### src/rtl/core/nwls_pkg.sv
// Shared types, constants and score arithmetic for the last-row scoring core.
// No dependencies; imported by the column cells, the head column and the top level.
`default_nettype none

package nwls_pkg;

   localparam int SCORE_WIDTH = 24;
   localparam int MAX_REF_DEF = 1024;
   localparam int COL_W       = 17;   // holds any column number up to the largest MAX_REF
   localparam int IDX_W       = 11;
   localparam int SYM_W       = 8;
   localparam int STEP_W      = 6;
   localparam int CSR_ADDR_W  = 2;
   localparam int CSR_DATA_W  = 11;
   localparam int PROD_W      = 32;

   localparam logic [1:0] OP_RESTART = 2'd0;
   localparam logic [1:0] OP_WRITE   = 2'd1;
   localparam logic [1:0] OP_FEED    = 2'd2;
   localparam logic [1:0] OP_READ    = 2'd3;

   localparam logic [CSR_ADDR_W-1:0] CSR_MATCH    = 2'd0;
   localparam logic [CSR_ADDR_W-1:0] CSR_MISMATCH = 2'd1;
   localparam logic [CSR_ADDR_W-1:0] CSR_GAP      = 2'd2;
   localparam logic [CSR_ADDR_W-1:0] CSR_LENGTH   = 2'd3;

   typedef logic signed [SCORE_WIDTH-1:0] score_type;
   typedef logic signed [STEP_W-1:0]      step_type;

   localparam score_type SCORE_MAX = {1'b0, {(SCORE_WIDTH-1){1'b1}}};
   localparam score_type SCORE_MIN = {1'b1, {(SCORE_WIDTH-1){1'b0}}};

   // scoring setup captured with each item, so a wavefront keeps the setup it entered with
   typedef struct packed {
      logic [3:0]       match;
      logic signed [4:0] mismatch;
      logic signed [4:0] gap;
      logic [IDX_W-1:0] len;      // length already limited to the number of cells
   } cfg_type;

   // one item travelling down the column chain
   typedef struct packed {
      logic             vld;
      logic [1:0]       op;
      logic [IDX_W-1:0] idx;
      logic [SYM_W-1:0] sym;
      logic             flag;     // read column lies beyond the length
      cfg_type          cfg;
      score_type        left;     // new score of the left column, or the read score
      score_type        diag;     // old score of the left column
   } tok_type;

   function automatic step_type ext_step5(input logic signed [4:0] v);
      ext_step5 = $signed({v[4], v});
   endfunction

   function automatic score_type add_sat(input score_type a, input step_type b);
      logic signed [SCORE_WIDTH:0] sum;
      sum = (SCORE_WIDTH+1)'(a) + (SCORE_WIDTH+1)'(b);
      if (sum[SCORE_WIDTH] != sum[SCORE_WIDTH-1]) begin
         add_sat = sum[SCORE_WIDTH] ? SCORE_MIN : SCORE_MAX;
      end else begin
         add_sat = sum[SCORE_WIDTH-1:0];
      end
   endfunction

   // column number times gap, saturated
   function automatic score_type restart_val(input logic [COL_W-1:0] col,
                                             input logic signed [4:0] gap);
      logic signed [PROD_W-1:0] prod;
      prod = $signed({{(PROD_W-COL_W){1'b0}}, col}) * $signed({{(PROD_W-5){gap[4]}}, gap});
      if (prod > PROD_W'(SCORE_MAX)) begin
         restart_val = SCORE_MAX;
      end else if (prod < PROD_W'(SCORE_MIN)) begin
         restart_val = SCORE_MIN;
      end else begin
         restart_val = prod[SCORE_WIDTH-1:0];
      end
   endfunction

endpackage

`default_nettype wire

### src/rtl/core/nwls_head.sv
// Column zero of the scoring chain: holds the boundary score and launches items.
// Depends on nwls_pkg.
`default_nettype none

module nwls_head (
   input  wire logic             clock,
   input  wire logic             reset,
   input  wire logic             advance,
   input  wire nwls_pkg::tok_type link_in,
   output nwls_pkg::tok_type     link_out
);
   import nwls_pkg::*;

   score_type score_ff, score_in;
   tok_type   tok_ff, tok_in;
   score_type bound_nx;

   always_comb begin
      bound_nx = add_sat(score_ff, ext_step5(link_in.cfg.gap));
      tok_in       = link_in;
      tok_in.flag  = 1'b0;
      tok_in.left  = '0;
      tok_in.diag  = '0;
      score_in     = score_ff;
      case (link_in.op)
         OP_RESTART: begin
            if (link_in.vld) score_in = '0;
         end
         OP_FEED: begin
            if (link_in.vld) score_in = bound_nx;
            tok_in.left = bound_nx;
            tok_in.diag = score_ff;
         end
         OP_READ: begin
            tok_in.flag = (link_in.idx > link_in.cfg.len);
            if (link_in.idx == '0) tok_in.left = score_ff;
         end
         default: ;
      endcase
   end

   always_ff @(posedge clock) begin
      if (reset) begin
         score_ff   <= '0;
         tok_ff.vld <= 1'b0;
      end else if (advance) begin
         score_ff <= score_in;
         tok_ff   <= tok_in;
      end
   end

   assign link_out = tok_ff;

endmodule

`default_nettype wire

### config.mk
export PLATFORM = sky130hd
export DESIGN_NAME = nwls_head
export DESIGN_NICKNAME = d
export VERILOG_FILES = /design/src/rtl/core/nwls_pkg.sv /design/src/rtl/core/nwls_head.sv
export SDC_FILE = /design/constraint.sdc
export NUM_CORES = 1
export LEC_CHECK = 0
export ABC_AREA = 1
export BUFFER_PORTS_ARGS = -buffer_cell sky130_fd_sc_hd__buf_4
export CAP_MARGIN = 10
export CORE_MARGIN = 4
export CORE_UTILIZATION = 52
export DETAILED_ROUTE_END_ITERATION = 16
export PLACE_DENSITY = 0.81
export SETUP_SLACK_MARGIN = 0.4
export SLEW_MARGIN = 25
export SYNTH_ARGS = -nofsm -noshare
export SYNTH_HDL_FRONTEND = slang
export SYNTH_SLANG_ARGS = --single-unit
### constraint.sdc
create_clock -name clock -period 7.42 [get_ports clock]
set_clock_uncertainty 0.05 [all_clocks]
set_input_delay 0.742 -clock clock [delete_from_list [all_inputs] [get_ports clock]]
set_output_delay 0.742 -clock clock [all_outputs]
set_load 0.05 [all_outputs]
==> results.toml <==
[critical_path]
critPathMaxFanout = 23
path_class = "input port to register"
endpoint_kind = "register"
r2r_slack_ns = 4.42
path_common_cell = "nand2_1"
cp_slowest_cell = "a21oi_4"
critPathTopFamily = "simple AND/OR/NAND/NOR gates"
slowest_delay_ns = 0.58
start_kind = "input port"
worstReg2RegEnd = "link_out[26]"
worstPathArrival_ns = 3.31
reg2reg_depth = 13
crit_chain = "buf_4 > ha_1 > fa_1 > nand2_1 > nand2_1 > nand3_1 > nand2_2 > nand2_1 > nand3_1 > nand2_1 > nand2_2 > a21oi_4 > nand2_1 > o21ai_0"
reg2reg_from = "score_ff[0]"
cp.required_ns = 7.59
timing.critical_path.buf_inv = 1

[route]
drtPass1Iterations = 5
routedWlPerCell_um = 17.0
wirelength_um = 16800
drtIter0Drc = 543
viasPerCell = 5.46
ant_nets = 0
drc = 0
via_count = 5412

[placement]
dpl.hpwl_um = 12200
place_area_mm2 = 0.00744
place_congestion = 0.908
place_ws_ns = 3.87
port_buffers = 145

[cts]
cts_buffer_depth = 2
hold_buffers = 0
ctsResizeCount = 0
cts_tree = "yes"
cts_made_buffers = 17
clk_latency_ns = 0.41
htree_levels = 4
cts_root_buf = "clkbuf_16"
clk_pin_slew_ns = 0.06
cts.sinks = 120
cts_setup_buffers = 0

[logic_synthesis]
syn-cell-area_mm2 = 0.00624
syn_avg_cell_area_um2 = 9.10
ys_ff_latch = 120
yosysUniqueCellTypes = 32
synth_seq_area_share = 0.537
ys.warnings.count = 0
syn-num-nets = 821
syn_inst = 686

[worst_hold_path]
hold_start = "link_out[95]"
hold_depth = 2
holdPathEnd = "link_out[95]"
hold_class = "register to register"

[timing]
grt_setup_unrepaired = "no"
fin_setup_tns_ns = 0
fin_ws_ns = 4.28
setup_viol = 0
relSlewSlack = 0.385
fin_crit_sh = 0.423
worst_slew_pin_slew_ns = 0.921
maxSlewViolCount = 0
hold_violations = 0
period_needed_ns = 3.14
max_freq_ghz = 0.318

[global_routing]
grt_overflow_total = 0
grt_pass1_wl_um = 27200
grt_pass1_vias = 5440
antenna_found_initial = 0
grtUsageTotal = 0.244
grt_max_degree = 62

[final_layout]
fin_nets = 971
antennaDiodeCount = 0
drive_gt1_frac = 0.234
final_area_mm2 = 0.00804
fillCellCount = 860
area_growth_pct = 28.7

[job]
maxCapViolCount = 0

[die]
floorplan.die_area_mm2 = 0.0138
ios = 195
rows = 39
start_util = 0.540
die_h_um = 118
die_x_um = 118
core_region_area_mm2 = 0.0116

[pwr]
p_per_area_mw_per_mm2 = 242
finalPower_mw = 1.94
ir_drop_v = 0.000162
power.leakage_nw = 3.61

[status]
status = "completed"
power breakdown:
group | leakage, nW | total [mW] | switching (mW) | internal, mW
registers | 1.11 | 0.780 | 0.0139 | 0.766
logic | 2.22 | 0.361 | 0.250 | 0.112
clock network | 0.275 | 0.804 | 0.308 | 0.496
layout make-up:
cell class / instances / area [µm²] / area share
repair buffers: 148 / 1110 / 0.139
clock inverters: 14 / 149 / 0.0185
inverters: 97 / 364 / 0.0453
multi-input cells: 452 / 2450 / 0.304
well taps: 143 / 179 / 0.0223
flip-flops and latches: 120 / 3350 / 0.417
clock buffers: 18 / 429 / 0.0534
worst max path at each step:
stage | start | to | slack [ns] | cells past startpoint
6_report | link_in[59] | link_out[26] | 4.28 | 14
3_3_place_gp | link_in[59] | link_out[26] | 3.94 | 14
2_1_floorplan | advance | link_out[0] | 2.03 | 2
4_1_cts | link_in[59] | link_out[26] | 4.27 | 14
3_5_place_dp | link_in[59] | link_out[30] | 3.87 | 14
5_1_grt | link_in[59] | link_out[30] | 4.10 | 14
synthesized netlist by cell type:
cell type | instances | area share
inv_1 | 96 | 0.058
a21oi_1 | 49 | 0.039
o21bai_1 | 7 | 0.0084
fa_1 | 1 | 0.0032
o21a_1 | 1 | 0.0012
nor2_2 | 5 | 0.0050
nor2_1 | 49 | 0.029
nand2_2 | 8 | 0.0080
a31oi_1 | 1 | 0.0010
nand2_1 | 157 | 0.094
nor3_1 | 3 | 0.0024
buf_6 | 3 | 0.0054
dfxtp_1 | 25 | 0.080
nor4_1 | 2 | 0.0020
a21oi_2 | 3 | 0.0042
nand4_1 | 16 | 0.016
o21ai_0 | 54 | 0.043
or2_1 | 1 | 0.0010
o41ai_1 | 1 | 0.0014
o22ai_1 | 1 | 0.0010
inv_2 | 1 | 0.00060
buf_2 | 2 | 0.0016
a21o_1 | 1 | 0.0012
edfxtp_1 | 95 | 0.46
clkbuf_1 | 11 | 0.0066
and2_1 | 3 | 0.0030
a21oi_4 | 1 | 0.0026
xor2_1 | 6 | 0.0084
buf_4 | 1 | 0.0012
nand3_1 | 38 | 0.030
xnor2_1 | 9 | 0.013
ha_1 | 35 | 0.070
flip-flops by register name, indices dropped and copies added, names as in the netlist:
signal,flops
link_out,96
score_ff,24
placed cells by master (no fill, tap or decap), types with 2 or more instances in the layout:
| master | n |
|---|---|
| xnor2_1 | 9 |
| nor4_1 | 2 |
| clkbuf_16 | 17 |
| nand3_1 | 38 |
| ha_1 | 35 |
| clkinv_2 | 2 |
| nor2_2 | 6 |
| inv_1 | 96 |
| inv_6 | 3 |
| xor2_1 | 6 |
| a21oi_2 | 3 |
| buf_4 | 147 |
| nor2_1 | 47 |
| bufinv_16 | 2 |
| and2_1 | 3 |
| a21oi_1 | 49 |
| nor3_1 | 3 |
| dfxtp_1 | 25 |
| edfxtp_1 | 95 |
| nand2_2 | 9 |
| o21ai_0 | 54 |
| nand2_1 | 156 |
| o21bai_1 | 7 |
| nand4_1 | 16 |
| clkinvlp_4 | 3 |
| clkinv_4 | 3 |
cell families after synthesis:
kind of cell    count (synthesis)  synth area share
compound gates                119             0.104
buf+inv                       114            0.0731
fa+ha+maj                      36            0.0733
xor+xnor                       15            0.0210
flops                         120             0.537
simple gates                  282             0.192
stage by stage:
stage	hold slack (ns)	instances	utilization
floorplan	0.414	686	-
global placement	0.397	959	0.644
detailed placement	0.416	959	0.644
CTS	0.425	991	0.694
global route	0.442	992	0.695
finish	0.427	992	0.695
worst min-delay path: cells and delay by family, from the launching register on:
| kind | cells | cell delay (ns) |
|---|---|---|
| and+or+nand+nor | 1 | 0.06 |
| AOI/OAI and AO/OA | 1 | 0.06 |
| DFF | 1 | 0.31 |
per-layer routing:
layer / track usage / share of wire / vias up / wire (µm)
li1: - / - / 2614 / -
met3: 0.0630 / 0.066 / 33 / 1110
met2: 0.426 / 0.50 / 222 / 8470
met1: 0.290 / 0.41 / 2543 / 6840
met4: 0.0945 / 0.024 / 0 / 401
met5: 0 / 0 / - / 0
Power figures use the tool's default switching activity.
