<file path="config.mk">
export PLATFORM = sky130hd
export DESIGN_NAME = nwls_cell
export DESIGN_NICKNAME = d
export VERILOG_FILES = /design/src/rtl/core/nwls_pkg.sv /design/src/rtl/core/nwls_cell.sv
export SDC_FILE = /design/constraint.sdc
export NUM_CORES = 1
export LEC_CHECK = 0
export ABC_CLOCK_PERIOD_IN_PS = 11100
export BUFFER_PORTS_ARGS = -buffer_cell sky130_fd_sc_hd__buf_4
export CORE_MARGIN = 5
export CORE_UTILIZATION = 30
export DETAILED_ROUTE_END_ITERATION = 8
export GPL_TIMING_DRIVEN = 0
export RECOVER_POWER = 100
export SKIP_CTS_REPAIR_TIMING = 1
export SYNTH_ARGS = -nofsm -noshare
export SYNTH_HDL_FRONTEND = slang
export SYNTH_SLANG_ARGS = --single-unit
</file>
<file path="constraint.sdc">
create_clock -name clock -period 11.1 [get_ports clock]
set_input_delay 1.665 -clock clock [delete_from_list [all_inputs] [get_ports clock]]
set_output_delay 1.665 -clock clock [all_outputs]
set_load 0.01 [all_outputs]
</file>
<file path="src/rtl/core/nwls_pkg.sv">
// Shared types, constants and score arithmetic for the last-row scoring core.
// No dependencies; imported by the column cells, the head column and the top level.
`default_nettype none

package nwls_pkg;

   localparam int SCORE_WIDTH = 24;
   localparam int MAX_REF_DEF = 1024;
   localparam int COL_W       = 17;   // holds any column number up to the largest MAX_REF
   localparam int IDX_W       = 11;
   localparam int SYM_W       = 8;
   localparam int STEP_W      = 6;
   localparam int CSR_ADDR_W  = 2;
   localparam int CSR_DATA_W  = 11;
   localparam int PROD_W      = 32;

   localparam logic [1:0] OP_RESTART = 2'd0;
   localparam logic [1:0] OP_WRITE   = 2'd1;
   localparam logic [1:0] OP_FEED    = 2'd2;
   localparam logic [1:0] OP_READ    = 2'd3;

   localparam logic [CSR_ADDR_W-1:0] CSR_MATCH    = 2'd0;
   localparam logic [CSR_ADDR_W-1:0] CSR_MISMATCH = 2'd1;
   localparam logic [CSR_ADDR_W-1:0] CSR_GAP      = 2'd2;
   localparam logic [CSR_ADDR_W-1:0] CSR_LENGTH   = 2'd3;

   typedef logic signed [SCORE_WIDTH-1:0] score_type;
   typedef logic signed [STEP_W-1:0]      step_type;

   localparam score_type SCORE_MAX = {1'b0, {(SCORE_WIDTH-1){1'b1}}};
   localparam score_type SCORE_MIN = {1'b1, {(SCORE_WIDTH-1){1'b0}}};

   // scoring setup captured with each item, so a wavefront keeps the setup it entered with
   typedef struct packed {
      logic [3:0]       match;
      logic signed [4:0] mismatch;
      logic signed [4:0] gap;
      logic [IDX_W-1:0] len;      // length already limited to the number of cells
   } cfg_type;

   // one item travelling down the column chain
   typedef struct packed {
      logic             vld;
      logic [1:0]       op;
      logic [IDX_W-1:0] idx;
      logic [SYM_W-1:0] sym;
      logic             flag;     // read column lies beyond the length
      cfg_type          cfg;
      score_type        left;     // new score of the left column, or the read score
      score_type        diag;     // old score of the left column
   } tok_type;

   function automatic step_type ext_step5(input logic signed [4:0] v);
      ext_step5 = $signed({v[4], v});
   endfunction

   function automatic score_type add_sat(input score_type a, input step_type b);
      logic signed [SCORE_WIDTH:0] sum;
      sum = (SCORE_WIDTH+1)'(a) + (SCORE_WIDTH+1)'(b);
      if (sum[SCORE_WIDTH] != sum[SCORE_WIDTH-1]) begin
         add_sat = sum[SCORE_WIDTH] ? SCORE_MIN : SCORE_MAX;
      end else begin
         add_sat = sum[SCORE_WIDTH-1:0];
      end
   endfunction

   // column number times gap, saturated
   function automatic score_type restart_val(input logic [COL_W-1:0] col,
                                             input logic signed [4:0] gap);
      logic signed [PROD_W-1:0] prod;
      prod = $signed({{(PROD_W-COL_W){1'b0}}, col}) * $signed({{(PROD_W-5){gap[4]}}, gap});
      if (prod > PROD_W'(SCORE_MAX)) begin
         restart_val = SCORE_MAX;
      end else if (prod < PROD_W'(SCORE_MIN)) begin
         restart_val = SCORE_MIN;
      end else begin
         restart_val = prod[SCORE_WIDTH-1:0];
      end
   endfunction

endpackage

`default_nettype wire

</file>
<file path="src/rtl/core/nwls_cell.sv">
// One reference column of the scoring chain: reference symbol and row score.
// Depends on nwls_pkg.
`default_nettype none

module nwls_cell #(
   parameter int COL = 1
) (
   input  wire logic             clock,
   input  wire logic             reset,
   input  wire logic             advance,
   input  wire nwls_pkg::tok_type link_in,
   output nwls_pkg::tok_type     link_out
);
   import nwls_pkg::*;

   localparam logic [COL_W-1:0] COL_ID   = COL_W'(COL);
   localparam logic [COL_W-1:0] COL_PREV = COL_W'(COL - 1);
   localparam score_type        SCORE_RST = restart_val(COL_ID, 5'sd0 - 5'sd1);

   score_type        score_ff, score_in;
   logic [SYM_W-1:0] sym_ff, sym_in;
   tok_type          tok_ff, tok_in;
   logic             col_on;
   logic [COL_W-1:0] idx_ext;
   step_type         step, gap6;
   score_type        diag_sum, up_sum, left_sum, best;

   always_comb begin
      col_on   = (COL_ID <= COL_W'(link_in.cfg.len));
      idx_ext  = COL_W'(link_in.idx);
      gap6     = ext_step5(link_in.cfg.gap);
      step     = (sym_ff == link_in.sym) ? $signed({2'b00, link_in.cfg.match})
                                         : ext_step5(link_in.cfg.mismatch);
      diag_sum = add_sat(link_in.diag, step);
      up_sum   = add_sat(score_ff, gap6);
      left_sum = add_sat(link_in.left, gap6);
      best     = diag_sum;
      if (up_sum > best) best = up_sum;
      if (left_sum > best) best = left_sum;

      tok_in   = link_in;
      score_in = score_ff;
      sym_in   = sym_ff;
      case (link_in.op)
         OP_RESTART: begin
            if (link_in.vld) score_in = restart_val(COL_ID, link_in.cfg.gap);
         end
         OP_WRITE: begin
            if (link_in.vld && idx_ext == COL_PREV) sym_in = link_in.sym;
         end
         OP_FEED: begin
            if (col_on) begin
               if (link_in.vld) score_in = best;
               tok_in.left = best;
               tok_in.diag = score_ff;
            end
         end
         OP_READ: begin
            if (idx_ext == COL_ID && !link_in.flag) tok_in.left = score_ff;
         end
         default: ;
      endcase
   end

   always_ff @(posedge clock) begin
      if (reset) begin
         score_ff   <= SCORE_RST;
         tok_ff.vld <= 1'b0;
      end else if (advance) begin
         score_ff <= score_in;
         tok_ff   <= tok_in;
      end
   end

   always_ff @(posedge clock) begin
      if (advance) sym_ff <= sym_in;
   end

   assign link_out = tok_ff;

endmodule

`default_nettype wire

</file>
==> impl_metrics.env <==
export IMPL_status="complete, but fails checks"
export IMPL_violations="max-capacitance violations, max-slew violations"
export IMPL_startpoint="link_in[76]"
export IMPL_overflow=0
export IMPL_die_h_um=201
export IMPL_maxCapViolations=4
export IMPL_critPathCapture="link_out[24]"
export IMPL_crit_slowest_cell="or4_4"
export IMPL_yosysSeqAreaShare=0.329
export IMPL_drt_wirelength_per_cell_um=21.5
export IMPL_cp_max_fo=10
export IMPL_nFillCells=3758
export IMPL_hold_violations=0
export IMPL_grt_pass1_vias=10600
export IMPL_fmax_mhz=94.6
export IMPL_synthFlopType="edfxtp_1"
export IMPL_synth_edf_count=103
export IMPL_drtIter0Drc=1033
export IMPL_rrSetupSlack_ns=1.52
export IMPL_fin_crit_ns=10.57
export IMPL_finalCritPeriodShare=0.952
export IMPL_grt_max_degree=44
export IMPL_cp_end_kind="flop"
export IMPL_syn_to_final_growth_pct=20.8
export IMPL_hpwl_mm=32.6
export IMPL_clock_sinks=128
export IMPL_place_worst_setup_slack_ns=-1.76
export IMPL_insertedDiodeCount=0
export IMPL_clock_skew_final_ns=0.0167
export IMPL_synth_seq_cells=128
export IMPL_grt_use_met1=0.265
export IMPL_fin_setup_tns_ns=0
export IMPL_cts_buffer_depth=2
export IMPL_vias=10600
export IMPL_worstSetupPathType="primary input to flop"
export IMPL_async_reset_ff_frac=0
export IMPL_reg2reg_to="link_out[24]"
export IMPL_cpPeakStageDelay_ns=0.61
export IMPL_gp_congestion=0.920
export IMPL_clk_pin_slew_ns=0.06
export IMPL_setup_viol_count_final=0
export IMPL_fp_dieW_um=201
export IMPL_ys_warn_count=0
export IMPL_viasPerCell=5.52
export IMPL_drtPass1Iterations=6
export IMPL_num_nets_final=1648
export IMPL_finalMaxSlewViolations=58
export IMPL_grt_total_usage=0.197
export IMPL_met2_usage=0.314
export IMPL_fp_row_count=69
export IMPL_drtAntennaViolNets=0
export IMPL_timing_rr_start="sym_ff[2]"
export IMPL_cts_tree="done"
export IMPL_antenna_found_initial=0
export IMPL_wl_mm=41.0
export IMPL_clk_insertion_delay_late_ns=0.43
export IMPL_regArea_um2=3590
export IMPL_p_leak_uw=0.00516
export IMPL_ys_types=96
export IMPL_gr_usage_met3=0.0359
export IMPL_gr_max_usage_layer="met2"
export IMPL_netlist_instances=1223
export IMPL_cp_data_arrival_time_ns=10.71
export IMPL_synthesis_area_um2=10900
export IMPL_critPathLaunchType="primary input"
export IMPL_avgSynthCellArea_um2=8.93
export IMPL_crit_required_ns=11.24
export IMPL_dieArea_um2=40300
export IMPL_htreeDepth=4
export IMPL_io_buffers=186
export IMPL_initial_core_util=0.306
export IMPL_drc_errors=0
export IMPL_drive_above_1_share=0.125
export IMPL_pin_count=195
export IMPL_ir_worst_vdd_v=0.000121
export IMPL_multi_input_area_um2=6980
export IMPL_grt_pass1_wl_mm=62.8
export IMPL_timing_reg2reg_worst_path_depth=39
export IMPL_cts_root_buffer="clkbuf_16"
export IMPL_min_path_type="flop to flop"
export IMPL_fin_ws_ns=0.533
export IMPL_cts_buffers=17
export IMPL_p_per_area_nw_per_um2=228
export IMPL_coreArea_um2=35700
export IMPL_slew_headroom=-0.129
export IMPL_worst_pin_slew_ns=1.69
export IMPL_synth_nets=1433
-- layer usage --
layer	routed length, µm	vias up	part of all wire
li1	-	5038	-
met1	18200	4997	0.44
met2	18500	438	0.45
met3	2880	79	0.070
met4	1500	0	0.037
met5	0	-	0
-- worst min path at each step --
stage,end,start,slack (ns),cells past startpoint
after floorplan,link_out[95],link_out[95],0.49,2
after global placement,link_out[95],link_out[95],0.46,2
after detailed placement,link_out[95],link_out[95],0.47,2
after CTS,link_out[95],link_out[95],0.48,2
after global routing,link_out[95],link_out[95],0.55,2
final,link_out[95],link_out[95],0.48,2
-- placed cells by master (no fill, tap or decap), types with 20 or more instances in the layout --
cell	instances
buf_4	54
nor2_1	95
clkbuf_1	168
nor3_1	26
inv_1	52
dfxtp_1	25
ha_1	108
o21a_1	27
a21oi_1	72
a21o_1	30
xor2_1	20
xnor2_1	41
nand3_1	20
edfxtp_1	103
nand2_1	125
o211ai_1	22
o21ai_0	77
-- state kept, by name, summed over array words and instances, names as in the netlist --
name,count
score_ff,24
link_out,96
sym_ff,8
-- worst max-delay path: cells and delay by family --
family	cells	cell delay, ns
fa+ha+maj	5	1.55
buf+inv	8	1.15
simple gates	15	3.48
mux	4	1.14
xor+xnor	1	0.18
compound gates	7	1.54
-- kinds of logic (layout without fill, tap and decap cells) --
group | Yosys count | in the layout | synth area share
mux | 32 | 32 | 0.0323
xor+xnor | 61 | 61 | 0.0489
buf+inv | 110 | 338 | 0.0428
flops | 128 | 128 | 0.329
fa+ha+maj | 111 | 111 | 0.129
simple gates | 406 | 406 | 0.186
compound gates | 375 | 375 | 0.232
-- cell type report --
class | instances | area share
multi-input combinational | 985 | 0.529
sequential | 128 | 0.272
timing repair buffer | 196 | 0.0737
tap | 461 | 0.0437
clock buffer | 18 | 0.0325
buffer | 57 | 0.0224
inverter | 53 | 0.0151
clock inverter | 14 | 0.0117
-- power breakdown --
group	leakage (µW)	internal, µW	switching [µW]	total (µW)
combinational	0.00371	702	1130	1840
clock	0.000275	335	241	575
sequential	0.00117	572	28.3	601
-- synthesized netlist by cell type (13+ instances only) --
| cell | number | share of area |
|---|---|---|
| a211oi_1 | 14 | 0.0096 |
| a21o_1 | 30 | 0.021 |
| a21oi_1 | 74 | 0.034 |
| a22oi_1 | 19 | 0.013 |
| a31oi_1 | 13 | 0.0074 |
| clkbuf_1 | 39 | 0.013 |
| dfxtp_1 | 25 | 0.046 |
| edfxtp_1 | 103 | 0.28 |
| ha_1 | 108 | 0.12 |
| inv_1 | 52 | 0.018 |
| mux2i_1 | 20 | 0.018 |
| nand2_1 | 126 | 0.043 |
| nand3_1 | 20 | 0.0092 |
| nand4_1 | 19 | 0.011 |
| nor2_1 | 98 | 0.034 |
| nor3_1 | 28 | 0.013 |
| nor4_1 | 14 | 0.0080 |
| o211ai_1 | 22 | 0.015 |
| o21a_1 | 28 | 0.019 |
| o21ai_0 | 78 | 0.036 |
| xnor2_1 | 41 | 0.033 |
| xor2_1 | 20 | 0.016 |
-- per-stage QoR --
stage	power (µW)	area (µm²)	utilization	hold slack, ns	instances
2_1_floorplan	1790	10900	-	0.493	1223
3_3_place_gp	2330	12900	0.361	0.462	1870
3_5_place_dp	2340	13000	0.363	0.474	1873
4_1_cts	2940	13600	0.379	0.485	1905
5_1_grt	3230	13200	0.369	0.547	1912
6_report	3010	13200	0.369	0.484	1912
Power figures use the tool's default switching activity.
